### src/design/line_pad_filter_unit_macros.svh
// ----------------------------------------------------------------------------
// line pad filter assertion macros
// shared property forms, clocked on clock and disabled in reset
// ----------------------------------------------------------------------------
`ifndef LINE_PAD_FILTER_UNIT_MACROS_SVH
`define LINE_PAD_FILTER_UNIT_MACROS_SVH

// consequent holds in the same cycle
`define LPF_ASSERT_SAME(lbl, ante, cons, msg) \
   lbl: assert property (@(posedge clock) disable iff (reset) (ante) |-> (cons)) \
      else $error(msg);

// consequent holds in the next cycle
`define LPF_ASSERT_NEXT(lbl, ante, cons, msg) \
   lbl: assert property (@(posedge clock) disable iff (reset) (ante) |=> (cons)) \
      else $error(msg);

`endif

### src/design/lpf_pkg.sv
// ----------------------------------------------------------------------------
// lpf_pkg
// types, constants and helper functions of the line pad filter
// ----------------------------------------------------------------------------
`default_nettype none

package lpf_pkg;

   localparam int BYTE_W    = 8;
   localparam int CNT_W     = 16;
   localparam int PAD_W     = 5;
   localparam int CFG_W     = 16;
   localparam int CSR_IDX_W = 3;
   localparam int TAB_STOP  = 8;
   localparam int PAD_MAX   = 31;

   localparam logic [CFG_W-1:0]  UNLIMITED  = 16'hFFFF;
   localparam logic [BYTE_W-1:0] CHAR_TAB   = 8'h09;
   localparam logic [BYTE_W-1:0] CHAR_LF    = 8'h0A;
   localparam logic [BYTE_W-1:0] CHAR_CR    = 8'h0D;
   localparam logic [BYTE_W-1:0] CHAR_SPACE = 8'h20;
   localparam logic [BYTE_W-1:0] PRINT_LO   = 8'h20;
   localparam logic [BYTE_W-1:0] PRINT_HI   = 8'h7E;

   // register indexes
   localparam logic [CSR_IDX_W-1:0] REG_PREFIX_CHAR  = 3'd0;
   localparam logic [CSR_IDX_W-1:0] REG_PREFIX_COUNT = 3'd1;
   localparam logic [CSR_IDX_W-1:0] REG_SUFFIX_CHAR  = 3'd2;
   localparam logic [CSR_IDX_W-1:0] REG_SUFFIX_COUNT = 3'd3;
   localparam logic [CSR_IDX_W-1:0] REG_MAX_WIDTH    = 3'd4;
   localparam logic [CSR_IDX_W-1:0] REG_MAX_LENGTH   = 3'd5;

   typedef logic [2:0] emit_sel_type;

   // what a beat carries and how it moves the line state
   localparam emit_sel_type SEL_BARE   = 3'd0;
   localparam emit_sel_type SEL_PREFIX = 3'd1;
   localparam emit_sel_type SEL_SUFFIX = 3'd2;
   localparam emit_sel_type SEL_CR     = 3'd3;
   localparam emit_sel_type SEL_LF     = 3'd4;
   localparam emit_sel_type SEL_BYTE   = 3'd5;

   typedef struct packed {
      logic         load;
      logic         pad_clear;
      logic         pad_suffix;
      logic         emit;
      emit_sel_type emit_sel;
      logic         last;
      logic         set_hold;
   } lpf_cmd_type;

   typedef struct packed {
      logic out_free;
      logic pad_go;
      logic pad_next_go;
      logic line_zero;
      logic cr_held;
      logic new_eos;
      logic new_lf;
      logic new_cr;
      logic item_eos;
      logic item_lf;
      logic item_cr;
   } lpf_status_type;

   function automatic logic [CNT_W-1:0] sat_inc(input logic [CNT_W-1:0] v);
      logic [CNT_W:0] sum;
      sum = {1'b0, v} + (CNT_W+1)'(1);
      return sum[CNT_W] ? {CNT_W{1'b1}} : sum[CNT_W-1:0];
   endfunction

   function automatic logic [CNT_W-1:0] col_advance(input logic [CNT_W-1:0]  col,
                                                    input logic [BYTE_W-1:0] b);
      logic [CNT_W:0] sum;
      sum = {1'b0, col};
      if (b == CHAR_TAB) begin
         sum = {1'b0, col} + (CNT_W+1)'(TAB_STOP) - (CNT_W+1)'(col % TAB_STOP);
      end else if (b >= PRINT_LO && b <= PRINT_HI) begin
         sum = {1'b0, col} + (CNT_W+1)'(1);
      end
      return sum[CNT_W] ? {CNT_W{1'b1}} : sum[CNT_W-1:0];
   endfunction

endpackage

`default_nettype wire

### src/design/lpf_req_if.sv
// ----------------------------------------------------------------------------
// lpf_req_if
// input byte channel of the line pad filter
// ----------------------------------------------------------------------------
`default_nettype none

interface lpf_req_if;
   logic                        valid;
   logic                        ready;
   logic [lpf_pkg::BYTE_W-1:0]  in_byte;
   logic                        end_of_stream;

   modport source (output valid, output in_byte, output end_of_stream, input ready);
   modport sink   (input valid, input in_byte, input end_of_stream, output ready);
endinterface

`default_nettype wire

### src/design/lpf_rsp_if.sv
// ----------------------------------------------------------------------------
// lpf_rsp_if
// output byte channel of the line pad filter
// ----------------------------------------------------------------------------
`default_nettype none

interface lpf_rsp_if;
   logic                        valid;
   logic                        ready;
   logic [lpf_pkg::BYTE_W-1:0]  out_byte;
   logic                        last;

   modport source (output valid, output out_byte, output last, input ready);
   modport sink   (input valid, input out_byte, input last, output ready);
endinterface

`default_nettype wire

### src/design/lpf_datapath.sv
// ----------------------------------------------------------------------------
// lpf_datapath
// config registers, line state, pad limit checks and the output register
// ----------------------------------------------------------------------------
`default_nettype none

`include "line_pad_filter_unit_macros.svh"

module lpf_datapath (
   input  wire                              clock,
   input  wire                              reset,
   input  lpf_pkg::lpf_cmd_type             cmd,
   output lpf_pkg::lpf_status_type          status,
   input  wire [lpf_pkg::BYTE_W-1:0]        req_in_byte,
   input  wire                              req_end_of_stream,
   input  wire                              rsp_ready,
   output logic                             rsp_valid,
   output logic [lpf_pkg::BYTE_W-1:0]       rsp_out_byte,
   output logic                             rsp_last,
   input  wire                              csr_write_enable,
   input  wire [lpf_pkg::CSR_IDX_W-1:0]     csr_index,
   input  wire [lpf_pkg::CFG_W-1:0]         csr_data
);

   logic [lpf_pkg::BYTE_W-1:0] prefix_char_ff, suffix_char_ff;
   logic [lpf_pkg::PAD_W-1:0]  prefix_count_ff, suffix_count_ff;
   logic [lpf_pkg::CFG_W-1:0]  max_width_ff, max_length_ff;

   logic [lpf_pkg::BYTE_W-1:0] item_byte_ff, item_byte_in;
   logic                       item_eos_ff, item_eos_in;
   logic [lpf_pkg::CNT_W-1:0]  column_ff, column_in;
   logic [lpf_pkg::CNT_W-1:0]  offset_ff, offset_in;
   logic                       cr_held_ff, cr_held_in;
   logic [lpf_pkg::PAD_W-1:0]  pad_k_ff, pad_k_in;
   logic                       rsp_valid_ff, rsp_valid_in;
   logic [lpf_pkg::BYTE_W-1:0] rsp_byte_ff, rsp_byte_in;
   logic                       rsp_last_ff, rsp_last_in;

   logic [lpf_pkg::BYTE_W-1:0] pad_char;
   logic [lpf_pkg::PAD_W-1:0]  pad_raw, pad_count;
   logic [lpf_pkg::CNT_W-1:0]  pad_col_next, pad_off_next;
   logic [lpf_pkg::PAD_W:0]    pad_k_next;
   logic                       out_free;

   // limit check for a pad beat at a given column and offset
   function automatic logic pad_room(input logic [lpf_pkg::CNT_W-1:0] col,
                                     input logic [lpf_pkg::CNT_W-1:0] off,
                                     input logic                      suffix,
                                     input logic                      held,
                                     input logic [lpf_pkg::CFG_W-1:0] max_w,
                                     input logic [lpf_pkg::CFG_W-1:0] max_l);
      logic [lpf_pkg::CNT_W+1:0] need;
      logic                      len_block;
      logic                      width_block;
      // suffix room leaves space for the line end bytes
      need = {2'b00, off} + (lpf_pkg::CNT_W+2)'(suffix) + (lpf_pkg::CNT_W+2)'(suffix & held);
      len_block   = (max_l != lpf_pkg::UNLIMITED) && (need >= {2'b00, max_l});
      width_block = (max_w != lpf_pkg::UNLIMITED) && (col >= max_w);
      return !len_block && !width_block;
   endfunction

   assign out_free = !rsp_valid_ff || rsp_ready;

   always_comb begin
      pad_char  = cmd.pad_suffix ? suffix_char_ff  : prefix_char_ff;
      pad_raw   = cmd.pad_suffix ? suffix_count_ff : prefix_count_ff;
      pad_count = (pad_raw > lpf_pkg::PAD_W'(lpf_pkg::PAD_MAX)) ?
                  lpf_pkg::PAD_W'(lpf_pkg::PAD_MAX) : pad_raw;
      pad_col_next = lpf_pkg::col_advance(column_ff, pad_char);
      pad_off_next = lpf_pkg::sat_inc(offset_ff);
      pad_k_next   = {1'b0, pad_k_ff} + (lpf_pkg::PAD_W+1)'(1);
   end

   always_comb begin
      status.out_free    = out_free;
      status.pad_go      = (pad_k_ff < pad_count) &&
                           pad_room(column_ff, offset_ff, cmd.pad_suffix, cr_held_ff,
                                    max_width_ff, max_length_ff);
      status.pad_next_go = (pad_k_next < {1'b0, pad_count}) &&
                           pad_room(pad_col_next, pad_off_next, cmd.pad_suffix, cr_held_ff,
                                    max_width_ff, max_length_ff);
      status.line_zero   = (offset_ff == '0);
      status.cr_held     = cr_held_ff;
      status.new_eos     = req_end_of_stream;
      status.new_lf      = !req_end_of_stream && (req_in_byte == lpf_pkg::CHAR_LF);
      status.new_cr      = !req_end_of_stream && (req_in_byte == lpf_pkg::CHAR_CR);
      status.item_eos    = item_eos_ff;
      status.item_lf     = !item_eos_ff && (item_byte_ff == lpf_pkg::CHAR_LF);
      status.item_cr     = !item_eos_ff && (item_byte_ff == lpf_pkg::CHAR_CR);
   end

   always_comb begin
      item_byte_in = item_byte_ff;
      item_eos_in  = item_eos_ff;
      column_in    = column_ff;
      offset_in    = offset_ff;
      cr_held_in   = cr_held_ff;
      pad_k_in     = pad_k_ff;
      rsp_valid_in = rsp_valid_ff;
      rsp_byte_in  = rsp_byte_ff;
      rsp_last_in  = rsp_last_ff;

      if (cmd.load) begin
         item_byte_in = req_in_byte;
         item_eos_in  = req_end_of_stream;
      end
      if (cmd.pad_clear) begin
         pad_k_in = '0;
      end

      if (cmd.emit) begin
         rsp_valid_in = 1'b1;
         rsp_last_in  = cmd.last;
         unique case (cmd.emit_sel)
            lpf_pkg::SEL_BARE: begin
               rsp_byte_in = lpf_pkg::CHAR_CR;
               column_in   = '0;
               offset_in   = pad_off_next;
               cr_held_in  = 1'b0;
            end
            lpf_pkg::SEL_PREFIX, lpf_pkg::SEL_SUFFIX: begin
               rsp_byte_in = pad_char;
               column_in   = pad_col_next;
               offset_in   = pad_off_next;
               pad_k_in    = pad_k_next[lpf_pkg::PAD_W-1:0];
            end
            lpf_pkg::SEL_CR: begin
               rsp_byte_in = lpf_pkg::CHAR_CR;
            end
            lpf_pkg::SEL_LF: begin
               rsp_byte_in = lpf_pkg::CHAR_LF;
               column_in   = '0;
               offset_in   = '0;
               cr_held_in  = 1'b0;
            end
            lpf_pkg::SEL_BYTE: begin
               rsp_byte_in = item_byte_ff;
               column_in   = lpf_pkg::col_advance(column_ff, item_byte_ff);
               offset_in   = pad_off_next;
            end
            default: begin
               rsp_byte_in = item_byte_ff;
            end
         endcase
      end else if (rsp_ready) begin
         rsp_valid_in = 1'b0;
      end

      // a new CR waits for the next item
      if (cmd.set_hold) begin
         cr_held_in = 1'b1;
      end
   end

   always_ff @(posedge clock) begin
      if (reset) begin
         prefix_char_ff  <= lpf_pkg::CHAR_SPACE;
         prefix_count_ff <= '0;
         suffix_char_ff  <= lpf_pkg::CHAR_SPACE;
         suffix_count_ff <= '0;
         max_width_ff    <= lpf_pkg::UNLIMITED;
         max_length_ff   <= lpf_pkg::UNLIMITED;
      end else if (csr_write_enable) begin
         unique case (csr_index)
            lpf_pkg::REG_PREFIX_CHAR:  prefix_char_ff  <= csr_data[lpf_pkg::BYTE_W-1:0];
            lpf_pkg::REG_PREFIX_COUNT: prefix_count_ff <= csr_data[lpf_pkg::PAD_W-1:0];
            lpf_pkg::REG_SUFFIX_CHAR:  suffix_char_ff  <= csr_data[lpf_pkg::BYTE_W-1:0];
            lpf_pkg::REG_SUFFIX_COUNT: suffix_count_ff <= csr_data[lpf_pkg::PAD_W-1:0];
            lpf_pkg::REG_MAX_WIDTH:    max_width_ff    <= csr_data;
            lpf_pkg::REG_MAX_LENGTH:   max_length_ff   <= csr_data;
            default: begin
            end
         endcase
      end
   end

   always_ff @(posedge clock) begin
      if (reset) begin
         column_ff    <= '0;
         offset_ff    <= '0;
         cr_held_ff   <= 1'b0;
         rsp_valid_ff <= 1'b0;
      end else begin
         column_ff    <= column_in;
         offset_ff    <= offset_in;
         cr_held_ff   <= cr_held_in;
         rsp_valid_ff <= rsp_valid_in;
      end
   end

   always_ff @(posedge clock) begin
      item_byte_ff <= item_byte_in;
      item_eos_ff  <= item_eos_in;
      pad_k_ff     <= pad_k_in;
      rsp_byte_ff  <= rsp_byte_in;
      rsp_last_ff  <= rsp_last_in;
   end

   assign rsp_valid    = rsp_valid_ff;
   assign rsp_out_byte = rsp_byte_ff;
   assign rsp_last     = rsp_last_ff;

   `LPF_ASSERT_SAME(a_emit_into_free_slot, cmd.emit, out_free, "beat overwrote a waiting result")
   `LPF_ASSERT_NEXT(a_lf_restarts_line, cmd.emit && (cmd.emit_sel == lpf_pkg::SEL_LF), (offset_ff == '0) && (column_ff == '0) && !cr_held_ff, "line state not cleared after LF")
   `LPF_ASSERT_SAME(a_pad_within_width, cmd.emit && ((cmd.emit_sel == lpf_pkg::SEL_PREFIX) || (cmd.emit_sel == lpf_pkg::SEL_SUFFIX)) && (max_width_ff != lpf_pkg::UNLIMITED), column_ff < max_width_ff, "pad beat past width limit")
   `LPF_ASSERT_SAME(a_lf_is_last, cmd.emit && (cmd.emit_sel == lpf_pkg::SEL_LF), cmd.last, "LF beat not marked last")

endmodule

`default_nettype wire

### src/design/lpf_controller.sv
// ----------------------------------------------------------------------------
// lpf_controller
// sequences the beats of one item: bare CR, prefix, suffix, CR, LF, byte
// ----------------------------------------------------------------------------
`default_nettype none

module lpf_controller (
   input  wire                       clock,
   input  wire                       reset,
   input  wire                       req_valid,
   output logic                      req_ready,
   input  lpf_pkg::lpf_status_type   status,
   output lpf_pkg::lpf_cmd_type      cmd
);

   localparam logic [2:0] ST_IDLE   = 3'd0;
   localparam logic [2:0] ST_BARE   = 3'd1;
   localparam logic [2:0] ST_PREFIX = 3'd2;
   localparam logic [2:0] ST_SUFFIX = 3'd3;
   localparam logic [2:0] ST_CR     = 3'd4;
   localparam logic [2:0] ST_LF     = 3'd5;
   localparam logic [2:0] ST_BYTE   = 3'd6;

   logic [2:0] state_ff, state_in;

   always_comb begin
      state_in       = state_ff;
      req_ready      = 1'b0;
      cmd            = '0;
      cmd.emit_sel   = lpf_pkg::SEL_BYTE;
      cmd.pad_suffix = (state_ff == ST_SUFFIX);

      unique case (state_ff)
         ST_IDLE: begin
            req_ready = 1'b1;
            if (req_valid) begin
               cmd.load      = 1'b1;
               cmd.pad_clear = 1'b1;
               priority if (status.new_eos) begin
                  state_in = status.cr_held ? ST_BARE : ST_IDLE;
               end else if (status.new_lf) begin
                  state_in = status.line_zero ? ST_PREFIX : ST_SUFFIX;
               end else if (status.cr_held) begin
                  state_in = ST_BARE;
               end else if (status.line_zero) begin
                  state_in = ST_PREFIX;
               end else if (status.new_cr) begin
                  cmd.set_hold = 1'b1;
                  state_in     = ST_IDLE;
               end else begin
                  state_in = ST_BYTE;
               end
            end
         end
         ST_BARE: begin
            if (status.out_free) begin
               cmd.emit     = 1'b1;
               cmd.emit_sel = lpf_pkg::SEL_BARE;
               cmd.last     = status.item_eos || status.item_cr;
               priority if (status.item_eos) begin
                  state_in = ST_IDLE;
               end else if (status.item_cr) begin
                  cmd.set_hold = 1'b1;
                  state_in     = ST_IDLE;
               end else begin
                  state_in = ST_BYTE;
               end
            end
         end
         ST_PREFIX: begin
            if (status.pad_go) begin
               if (status.out_free) begin
                  cmd.emit     = 1'b1;
                  cmd.emit_sel = lpf_pkg::SEL_PREFIX;
                  // a held CR sends nothing, so the last pad beat closes the item
                  if (status.item_cr && !status.pad_next_go) begin
                     cmd.last     = 1'b1;
                     cmd.set_hold = 1'b1;
                     state_in     = ST_IDLE;
                  end
               end
            end else begin
               priority if (status.item_lf) begin
                  cmd.pad_clear = 1'b1;
                  state_in      = ST_SUFFIX;
               end else if (status.item_cr) begin
                  cmd.set_hold = 1'b1;
                  state_in     = ST_IDLE;
               end else begin
                  state_in = ST_BYTE;
               end
            end
         end
         ST_SUFFIX: begin
            if (status.pad_go) begin
               if (status.out_free) begin
                  cmd.emit     = 1'b1;
                  cmd.emit_sel = lpf_pkg::SEL_SUFFIX;
               end
            end else begin
               state_in = status.cr_held ? ST_CR : ST_LF;
            end
         end
         ST_CR: begin
            if (status.out_free) begin
               cmd.emit     = 1'b1;
               cmd.emit_sel = lpf_pkg::SEL_CR;
               state_in     = ST_LF;
            end
         end
         ST_LF: begin
            if (status.out_free) begin
               cmd.emit     = 1'b1;
               cmd.emit_sel = lpf_pkg::SEL_LF;
               cmd.last     = 1'b1;
               state_in     = ST_IDLE;
            end
         end
         ST_BYTE: begin
            if (status.out_free) begin
               cmd.emit     = 1'b1;
               cmd.emit_sel = lpf_pkg::SEL_BYTE;
               cmd.last     = 1'b1;
               state_in     = ST_IDLE;
            end
         end
         default: begin
            state_in = ST_IDLE;
         end
      endcase
   end

   always_ff @(posedge clock) begin
      if (reset) begin
         state_ff <= ST_IDLE;
      end else begin
         state_ff <= state_in;
      end
   end

endmodule

`default_nettype wire

### src/design/line_pad_filter_unit.sv
// ----------------------------------------------------------------------------
// line_pad_filter_unit
// byte stream filter that pads each line with prefix and suffix bytes
// ----------------------------------------------------------------------------
// Each accepted beat is taken in, and its results leave at most one per cycle,
// while the output is not stalled, through a single output register, so a
// plain byte is accepted, then sent. A line start sends each prefix pad byte
// and then closes the run; an LF sends each suffix pad byte, closes the run,
// then sends a CR if held and then the LF. A bare CR is a beat of its own.
// The controller walks one item's beats in turn and takes no new
// item until the last of them is in the output register; a stalled output
// stalls the walk. Configuration may be written whenever no item is in work.
// ----------------------------------------------------------------------------
`default_nettype none

module line_pad_filter_unit (
   input  wire                            clock,
   input  wire                            reset,
   lpf_req_if.sink                        req_chan,
   lpf_rsp_if.source                      rsp_chan,
   input  wire                            csr_write_enable,
   input  wire [lpf_pkg::CSR_IDX_W-1:0]   csr_index,
   input  wire [lpf_pkg::CFG_W-1:0]       csr_data
);

   lpf_pkg::lpf_cmd_type    cmd;
   lpf_pkg::lpf_status_type status;
   logic                    req_ready;

   lpf_controller u_controller (
      .clock     (clock),
      .reset     (reset),
      .req_valid (req_chan.valid),
      .req_ready (req_ready),
      .status    (status),
      .cmd       (cmd)
   );

   lpf_datapath u_datapath (
      .clock             (clock),
      .reset             (reset),
      .cmd               (cmd),
      .status            (status),
      .req_in_byte       (req_chan.in_byte),
      .req_end_of_stream (req_chan.end_of_stream),
      .rsp_ready         (rsp_chan.ready),
      .rsp_valid         (rsp_chan.valid),
      .rsp_out_byte      (rsp_chan.out_byte),
      .rsp_last          (rsp_chan.last),
      .csr_write_enable  (csr_write_enable),
      .csr_index         (csr_index),
      .csr_data          (csr_data)
   );

   assign req_chan.ready = req_ready;

endmodule

`default_nettype wire
### src/flat_wrapper.sv
// flat-port wrapper written by rule: the top's interface ports become plain ports
module line_pad_filter_unit_flat 
  (clock, reset, csr_write_enable, csr_index, csr_data, req_chan_valid, req_chan_in_byte, req_chan_end_of_stream, req_chan_ready, rsp_chan_valid, rsp_chan_out_byte, rsp_chan_last, rsp_chan_ready);
  lpf_req_if req_chan_i ();
  lpf_rsp_if rsp_chan_i ();
  input  wire clock;
  input  wire reset;
  input  wire csr_write_enable;
  input  wire [lpf_pkg::CSR_IDX_W-1:0] csr_index;
  input  wire [lpf_pkg::CFG_W-1:0] csr_data;
  input wire logic [$bits(req_chan_i.valid)-1:0] req_chan_valid;
  input wire logic [$bits(req_chan_i.in_byte)-1:0] req_chan_in_byte;
  input wire logic [$bits(req_chan_i.end_of_stream)-1:0] req_chan_end_of_stream;
  output wire logic [$bits(req_chan_i.ready)-1:0] req_chan_ready;
  output wire logic [$bits(rsp_chan_i.valid)-1:0] rsp_chan_valid;
  output wire logic [$bits(rsp_chan_i.out_byte)-1:0] rsp_chan_out_byte;
  output wire logic [$bits(rsp_chan_i.last)-1:0] rsp_chan_last;
  input wire logic [$bits(rsp_chan_i.ready)-1:0] rsp_chan_ready;
  assign req_chan_i.valid = req_chan_valid;
  assign req_chan_i.in_byte = req_chan_in_byte;
  assign req_chan_i.end_of_stream = req_chan_end_of_stream;
  assign req_chan_ready = req_chan_i.ready;
  assign rsp_chan_valid = rsp_chan_i.valid;
  assign rsp_chan_out_byte = rsp_chan_i.out_byte;
  assign rsp_chan_last = rsp_chan_i.last;
  assign rsp_chan_i.ready = rsp_chan_ready;
  line_pad_filter_unit u_core (.clock(clock), .reset(reset), .req_chan(req_chan_i), .rsp_chan(rsp_chan_i), .csr_write_enable(csr_write_enable), .csr_index(csr_index), .csr_data(csr_data));
endmodule
### config.mk
export PLATFORM = sky130hd
export DESIGN_NAME = line_pad_filter_unit_flat
export DESIGN_NICKNAME = d
export VERILOG_FILES = /design/src/design/lpf_pkg.sv /design/src/design/lpf_req_if.sv /design/src/design/lpf_rsp_if.sv /design/src/design/lpf_datapath.sv /design/src/design/lpf_controller.sv /design/src/design/line_pad_filter_unit.sv /design/src/flat_wrapper.sv
export VERILOG_INCLUDE_DIRS = /design/src /design/src/design
export SDC_FILE = /design/constraint.sdc
export NUM_CORES = 1
export LEC_CHECK = 0
export BUFFER_PORTS_ARGS = -buffer_cell sky130_fd_sc_hd__clkbuf_2
export CAP_MARGIN = 10
export CORE_MARGIN = 4
export CORE_UTILIZATION = 64
export CTS_CLUSTER_SIZE = 40
export DETAILED_ROUTE_END_ITERATION = 8
export PLACE_DENSITY = 0.78
export SYNTH_ARGS = -nofsm -noshare
export SYNTH_HDL_FRONTEND = slang
export SYNTH_SLANG_ARGS = --single-unit
### constraint.sdc
create_clock -name clock -period 5.8 [get_ports clock]
set_clock_uncertainty 0.05 [all_clocks]
set_input_delay 1.16 -clock clock [delete_from_list [all_inputs] [get_ports clock]]
set_output_delay 1.16 -clock clock [all_outputs]
set_load 0.005 [all_outputs]
---- Yosys cells after proc, flatten, opt, wreduce, memory -nomap -nowiden ----
Index checks and enable logic that the tools add are counted.
storage, ports and cells
  register bits ........................... 118
  logic and storage cells ................. 189
operators by class
  bitwise logic cells ..................... 1
  equality and inequality tests ........... 32
  mux-type cells .......................... 71
  reductions and logical operators ........ 49
  $add $sub $neg .......................... 9
  order comparisons ....................... 11
operator list
  operator                                                        count
  two-way mux 17 bit                                              6
  == test 8 x 4 -> 1 bit, second input constant                   6
  two-way mux 16 bit                                              3
  two-way mux 3 bit                                               16
  case mux 16 bit (3 select lines)                                1
  two-way mux 5 bit                                               8
  >= comparator 18 x 16 -> 1 bit                                  2
  adder 16 x 1 -> 17 bit                                          2
  adder 16 x 1 -> 17 bit, second input constant                   2
  >= comparator 16 bit                                            2
  inequality test 16 bit, second input constant                   2
  case mux 16 bit (2 select lines)                                1
  case mux 4 bit (6 select lines)                                 1
  case mux 8 bit (3 select lines)                                 1
  two-way mux 1 bit                                               22
  == test 3 bit, second input constant                            7
  adder 17 x 1 -> 18 bit                                          1
  adder 17 x 18 -> 18 bit                                         1
  == test 3 x 2 -> 1 bit, second input constant                   6
  case mux 3 bit (6 select lines)                                 1
  adder 16 x 4 -> 17 bit, second input constant                   1
  subtractor 17 x 3 -> 17 bit                                     1
  >= comparator 8 x 6 -> 1 bit, second input constant             2
  less-or-equal comparator 8 x 7 -> 1 bit, second input constant  2
  other kinds (29)                                                76

---- Longest topological paths before layout ----
  depth after elaboration ................. 23
  depth in mapped cells ................... 24
  gate-level depth less buffers ........... 21

---- Cells and area by module ----
Synthesis repeated with hierarchy kept, for this count alone.
unflattened totals
  cells, all modules ...................... 1391
  area, all modules ....................... 10705.3 um2
modules (own cells, without submodules)
  module          cells each  area an instance (um2)  instances
  lpf_datapath    1301        10147.2                 1
  lpf_controller  90          558.0                   1

---- Least setup slack after synthesis ----
Ideal clock, no wire load.
  kind .................................... register -> register
  start ................................... register u_core.u_datapath.offset_ff[0] (netlist bit)
  end ..................................... register u_core.u_controller.state_ff[1]
  setup slack ............................. 1.144 ns
  cell stages (with the launch flop) ...... 22
  library setup time ...................... 0.095 ns
  required time ........................... 5.655 ns
  period minus slack after synthesis ...... 4.656 ns
  data arrival time ....................... 4.510 ns
  path through ............................ dfxtp_1 -> ha_1 -> buf_2 -> nand3_2 -> or2_1 -> o21ai_0 -> xnor2_1 -> ha_1 -> a31o_2 -> ha_1 -> o21ai_2 -> or4_4 -> nand3b_1 -> a21oi_1 -> ha_1 -> a21oi_1 -> o21ai_0 -> a21o_1 -> o21ai_0 -> o311ai_4 -> a21o_1 -> a221oi_1
between the ends
  longest elaborated chain between the ends .. 13
ends and longest elaborated chain
  element                                 line                   RTL
  start, declared                         lpf_datapath.sv:32     logic [lpf_pkg::CNT_W-1:0] offset_ff, offset_in;
  start signal, assigned                  lpf_datapath.sv:185    offset_ff <= offset_in;
  adder 16 x 1 -> 17 bit                  lpf_pkg.sv:69          sum = {1'b0, v} + (CNT_W+1)'(1);
  two-way mux 16 bit                      lpf_pkg.sv:70          return sum[CNT_W] ? {CNT_W{1'b1}} : sum[CNT_W-1:0];
  adder 16 x 1 -> 17 bit                  lpf_datapath.sv:56     need = {2'b00, off} + (lpf_pkg::CNT_W+2)'(suffix) + (lpf_pkg::CNT_W+2)'(suffix & held);
  adder 17 x 1 -> 18 bit                  lpf_datapath.sv:56
  >= comparator 18 x 16 -> 1 bit          lpf_datapath.sv:57     len_block = (max_l != lpf_pkg::UNLIMITED) && (need >= {2'b00, max_l});
  logical AND 1 bit                       lpf_datapath.sv:57
  logical NOT 1 bit                       lpf_datapath.sv:59     return !len_block && !width_block;
  logical AND 1 bit                       lpf_datapath.sv:59
  logical AND 1 bit                       lpf_datapath.sv:79     status.pad_next_go = (pad_k_next < {1'b0, pad_count}) &&
  logical NOT 1 bit                       lpf_controller.sv:76   if (status.item_cr && !status.pad_next_go) begin
  logical AND 1 bit                       lpf_controller.sv:76
  inequality test 3 bit (no source line)  -
  AND reduction 7 bit (no source line)    -
  end signal, assigned                    lpf_controller.sv:137  state_ff <= state_in;
  end, declared                           lpf_controller.sv:24   logic [2:0] state_ff, state_in;
Parallel ways exist; a longest one is shown, timed or not. The select of a mux whose other input is x is not followed.
A chain may end at the register's enable or synchronous reset.

---- Worst setup path after layout ----
  start ................................... register u_core.u_datapath.offset_ff[1] (netlist bit)
  end ..................................... register u_core.u_controller.state_ff[1]
Same word-level chain as after synthesis.

==> PnR_summary.wiki <==
{| class="wikitable"
! Metric !! Value
|-
| Yosys synthesis warning count || 0
|-
| Post-Synthesis Cell Area || between 0.01 and 0.015 mm²
|-
| Number of buffers inserted during clock tree synthesis || 17
|-
| Area of the die || roughly 0.018 mm²
|-
| Instance count along the most critical hold path || 2
|-
| Number of storage elements in the synthesis netlist || 118
|-
| Number of cells traversed by the worst register-to-register path || 20
|-
| Number of pins with negative max-slew slack in the final report || 0
|-
| Post-Syn Instances || 1,287
|-
| Number of global-route vias before repair || 9,016
|-
| Crit. End Element || register
|-
| TritonRoute pass-1 iters || 9
|-
| Post-route design area || 0.01101 mm²
|-
| Wire length of the first global-routing pass || 47,420 µm
|-
| Crit share post-route || about 93%
|-
| RePlAce Congestion || 0.9638
|-
| Maximum root-to-sink buffer count || 2
|-
| Number of nets in the final layout || 1,441
|-
| Maximum fanout encountered on the critical timing path || 8
|-
| Leakage power summed over all cells || roughly 4.9 nW
|-
| Post-CTS Setup Repair Bufs || 0
|-
| Maximum Capacitance Violations || 0
|-
| Fraction of registers with async set or reset after synthesis || 0%
|-
| Number of antenna repair diodes || 0
|-
| Gates resized, CTS repair || 0
|-
| Top achievable clock speed || 0.1860 GHz
|-
| Mapped Nets || between 1,000 and 1,500
|-
| Final hold vios || 0
|-
| Startpoint type of the worst setup path || register
|-
| Grt met2 use || roughly half
|-
| Initial detailed-routing violation count || 1,315
|-
| Clock tree from TritonCTS || yes
|-
| Clock transition at the registers of the reported paths || ~60 ps
|-
| CTS root buffer || sky130_fd_sc_hd__clkbuf_16
|-
| Row cnt || 45
|-
| Main flop type after synthesis || sky130_fd_sc_hd__dfxtp_1
|-
| Starting density of the core || 65.80%
|-
| Number of I/O port buffers || 43
|-
| Result of the run || completed
|-
| Area Growth Syn to Fin || 9.288%
|-
| Cell area after placement || around 0.010 mm²
|-
| CP arrival || around 5600 ps
|-
| Number of placed cells counting well taps || 1,494
|-
| Type of the most critical hold path || register to register
|-
| Top cell type's share of synthesized area || 19.87%
|-
| Worst max-slew margin expressed relative to the limit || 27.31%
|-
| Power per cell area || 399.9 mW/mm²
|-
| Met1 GRT Util || 46.46%
|-
| Sum Neg Setup Slack || 0 ps
|-
| Grt total ovfl || 0
|-
| Req. time, crit path || 6070 ps
|-
| Count of flip-flops with a built-in enable after synthesis || 18
|-
| Most crowded layer after global routing || met2
|-
| Number of routed nets with antenna violations || 0
|-
| TritonCTS Sinks || 118
|-
| Post-DR vias/cell || 6.482
|-
| Core area || 0.01531 mm²
|-
| Fillcell total || 1,279
|-
| Type of the worst setup path || register to register
|-
| Setup repair after global routing missed its margin || false
|-
| Vias || 9,898
|-
| Hold buffer count at cts || 0
|-
| Antenna violations before repair || 0
|-
| DRC violations left || 0
|-
| Largest cells by area after synthesis || sky130_fd_sc_hd__dfxtp_1, sky130_fd_sc_hd__ha_1, sky130_fd_sc_hd__nand2_1
|-
| Chip Width || between 100 and 150 µm
|-
| Sum of routed wire length over all layers || just under 30,000 µm
|-
| Fin util || 71.91%
|-
| I/O pin total || 44
|-
| Leading cell type in the layout, fill and taps excluded || sky130_fd_sc_hd__nand2_1
|-
| Worst hold-check slack || 442.3 ps
|-
| Clock latency of the later-clocked register in the worst-skew pair || 430 ps
|-
| Worst IR drop on VDD || 0.2771 mV
|-
| Area leader, netlist || sky130_fd_sc_hd__dfxtp_1
|-
| Detail Placement HPWL || 21,680 µm
|-
| Mean post-synth cell area || between 7 and 8 µm²
|-
| Total global-route track usage || 32.73%
|-
| Maximum number of pins on one net before global-route repair || 55
|-
| Final routed wire length divided by cell count || 19.09 µm
|-
| Part of the Yosys area used for sequential elements || 25.23%
|-
| Minimum period implied by the final worst setup slack || 5376 ps
|-
| Met3 routing resource usage after global routing || 6.760%
|-
| Most frequent cells in the layout || sky130_fd_sc_hd__nand2_1, sky130_fd_sc_hd__nor2_1, sky130_fd_sc_hd__ha_1
|-
| Final cell count without fillers || ~1,500
|-
| Number of levels in the clock H-tree || 4
|-
| Worst-margin pin slew || 1086 ps
|-
| Die outline height || ~130 µm
|-
| Layout cells sized above 1 || under 10%
|-
| Final setup vio count || 0
|-
| Number of distinct library cells after synthesis || 89
|}
## critical path: stages, from the launching register on
cell                       delay, ps
sky130_fd_sc_hd__dfxtp_1         470
sky130_fd_sc_hd__ha_2            340
sky130_fd_sc_hd__nand3_2         160
sky130_fd_sc_hd__or2_1           360
sky130_fd_sc_hd__o21ai_0         380
sky130_fd_sc_hd__xnor2_1         180
sky130_fd_sc_hd__ha_1            170
sky130_fd_sc_hd__a31o_2          150
sky130_fd_sc_hd__ha_1            210
sky130_fd_sc_hd__o21ai_2         110
sky130_fd_sc_hd__or4_4           590
sky130_fd_sc_hd__nor2_1          160
sky130_fd_sc_hd__xnor2_1         140
sky130_fd_sc_hd__ha_1            280
sky130_fd_sc_hd__a21oi_1         170
sky130_fd_sc_hd__o21ai_0         110
sky130_fd_sc_hd__a21o_1          180
sky130_fd_sc_hd__o21ai_0         370
sky130_fd_sc_hd__o311ai_4        230
sky130_fd_sc_hd__a21o_1          220
sky130_fd_sc_hd__a221oi_1        250
## state kept, by name (all words and copies together), names as in the netlist, 8 cells and up
signal / flops
u_core.u_datapath.max_width_ff: 16
u_core.u_datapath.offset_ff: 16
u_core.u_datapath.item_byte_ff: 8
u_core.u_datapath.suffix_char_ff: 8
u_core.u_datapath.prefix_char_ff: 8
u_core.u_datapath.column_ff: 16
u_core.u_datapath.max_length_ff: 16
u_core.u_datapath.rsp_out_byte: 8
## cell families (layout without fill, tap and decap cells)
group	after synthesis	in the layout	share of synthesized area [%]
adder cells (fa/ha/maj)	105	105	13.04
AND/OR/NAND/NOR	523	523	26.12
multiplexers	39	39	3.936
buffers and inverters	131	160	5.476
flip-flops	118	118	25.23
XOR/XNOR	69	69	5.997
AO/OA/AOI/OAI	302	302	20.20
## area by class of cell
| type | instances | area (µm²) | share of cell area (%) |
|---|---|---|---|
| Timing Repair Buffer | 64 | 385.4 | 3.499 |
| Sequential cell | 118 | 2542 | 23.09 |
| Tap cell | 211 | 264.0 | 2.397 |
| Multi-Input combinational cell | 1038 | 7002 | 63.58 |
| Clock inverter | 11 | 86.33 | 0.7839 |
| Clock buffer | 21 | 493.0 | 4.476 |
| Inverter | 64 | 240.2 | 2.181 |
## layer usage
layer	wire, µm	part of all wire [%]
met1	13000	45
met2	12860	44
met3	2664	9.1
met4	621	2.1
met5	0	0
## path summary, 6_finish.rpt
path / startpoint / slack (ps) / end
worst max-delay path: u_core.u_datapath.offset_ff[1] / 420 / u_core.u_controller.state_ff[1]
worst min-delay path: u_core.u_datapath.max_length_ff[12] / 440 / u_core.u_datapath.max_length_ff[12]
worst max register to register: u_core.u_datapath.offset_ff[1] / 420 / u_core.u_controller.state_ff[1]
worst min register to register: u_core.u_datapath.max_length_ff[12] / 440 / u_core.u_datapath.max_length_ff[12]
## stage by stage
stage,total power [mW],worst slack (ps)
2_1_floorplan,2.726,1144
3_3_place_gp,3.280,626.3
3_5_place_dp,3.319,515.7
4_1_cts,4.360,438.8
5_1_grt,4.703,52.29
6_report,4.405,424.1
## power by group
part           leakage, nW  internal, mW  switching [mW]
Clock                0.281         0.613           0.419
Sequential           0.983         0.988           0.181
Combinational         3.61         0.872            1.33
## cells in the mapped netlist (32+ instances only)
| cell | n |
|---|---|
| sky130_fd_sc_hd__dfxtp_1 | 100 |
| sky130_fd_sc_hd__nor3_1 | 32 |
| sky130_fd_sc_hd__xnor2_1 | 51 |
| sky130_fd_sc_hd__mux2i_1 | 34 |
| sky130_fd_sc_hd__inv_1 | 63 |
| sky130_fd_sc_hd__nand3b_1 | 38 |
| sky130_fd_sc_hd__clkbuf_1 | 33 |
| sky130_fd_sc_hd__o21ai_0 | 63 |
| sky130_fd_sc_hd__nand2_1 | 170 |
| sky130_fd_sc_hd__nor2_1 | 109 |
| sky130_fd_sc_hd__ha_1 | 105 |
| sky130_fd_sc_hd__nand3_1 | 40 |
| sky130_fd_sc_hd__a21oi_1 | 67 |
Power figures use the tool's default switching activity.
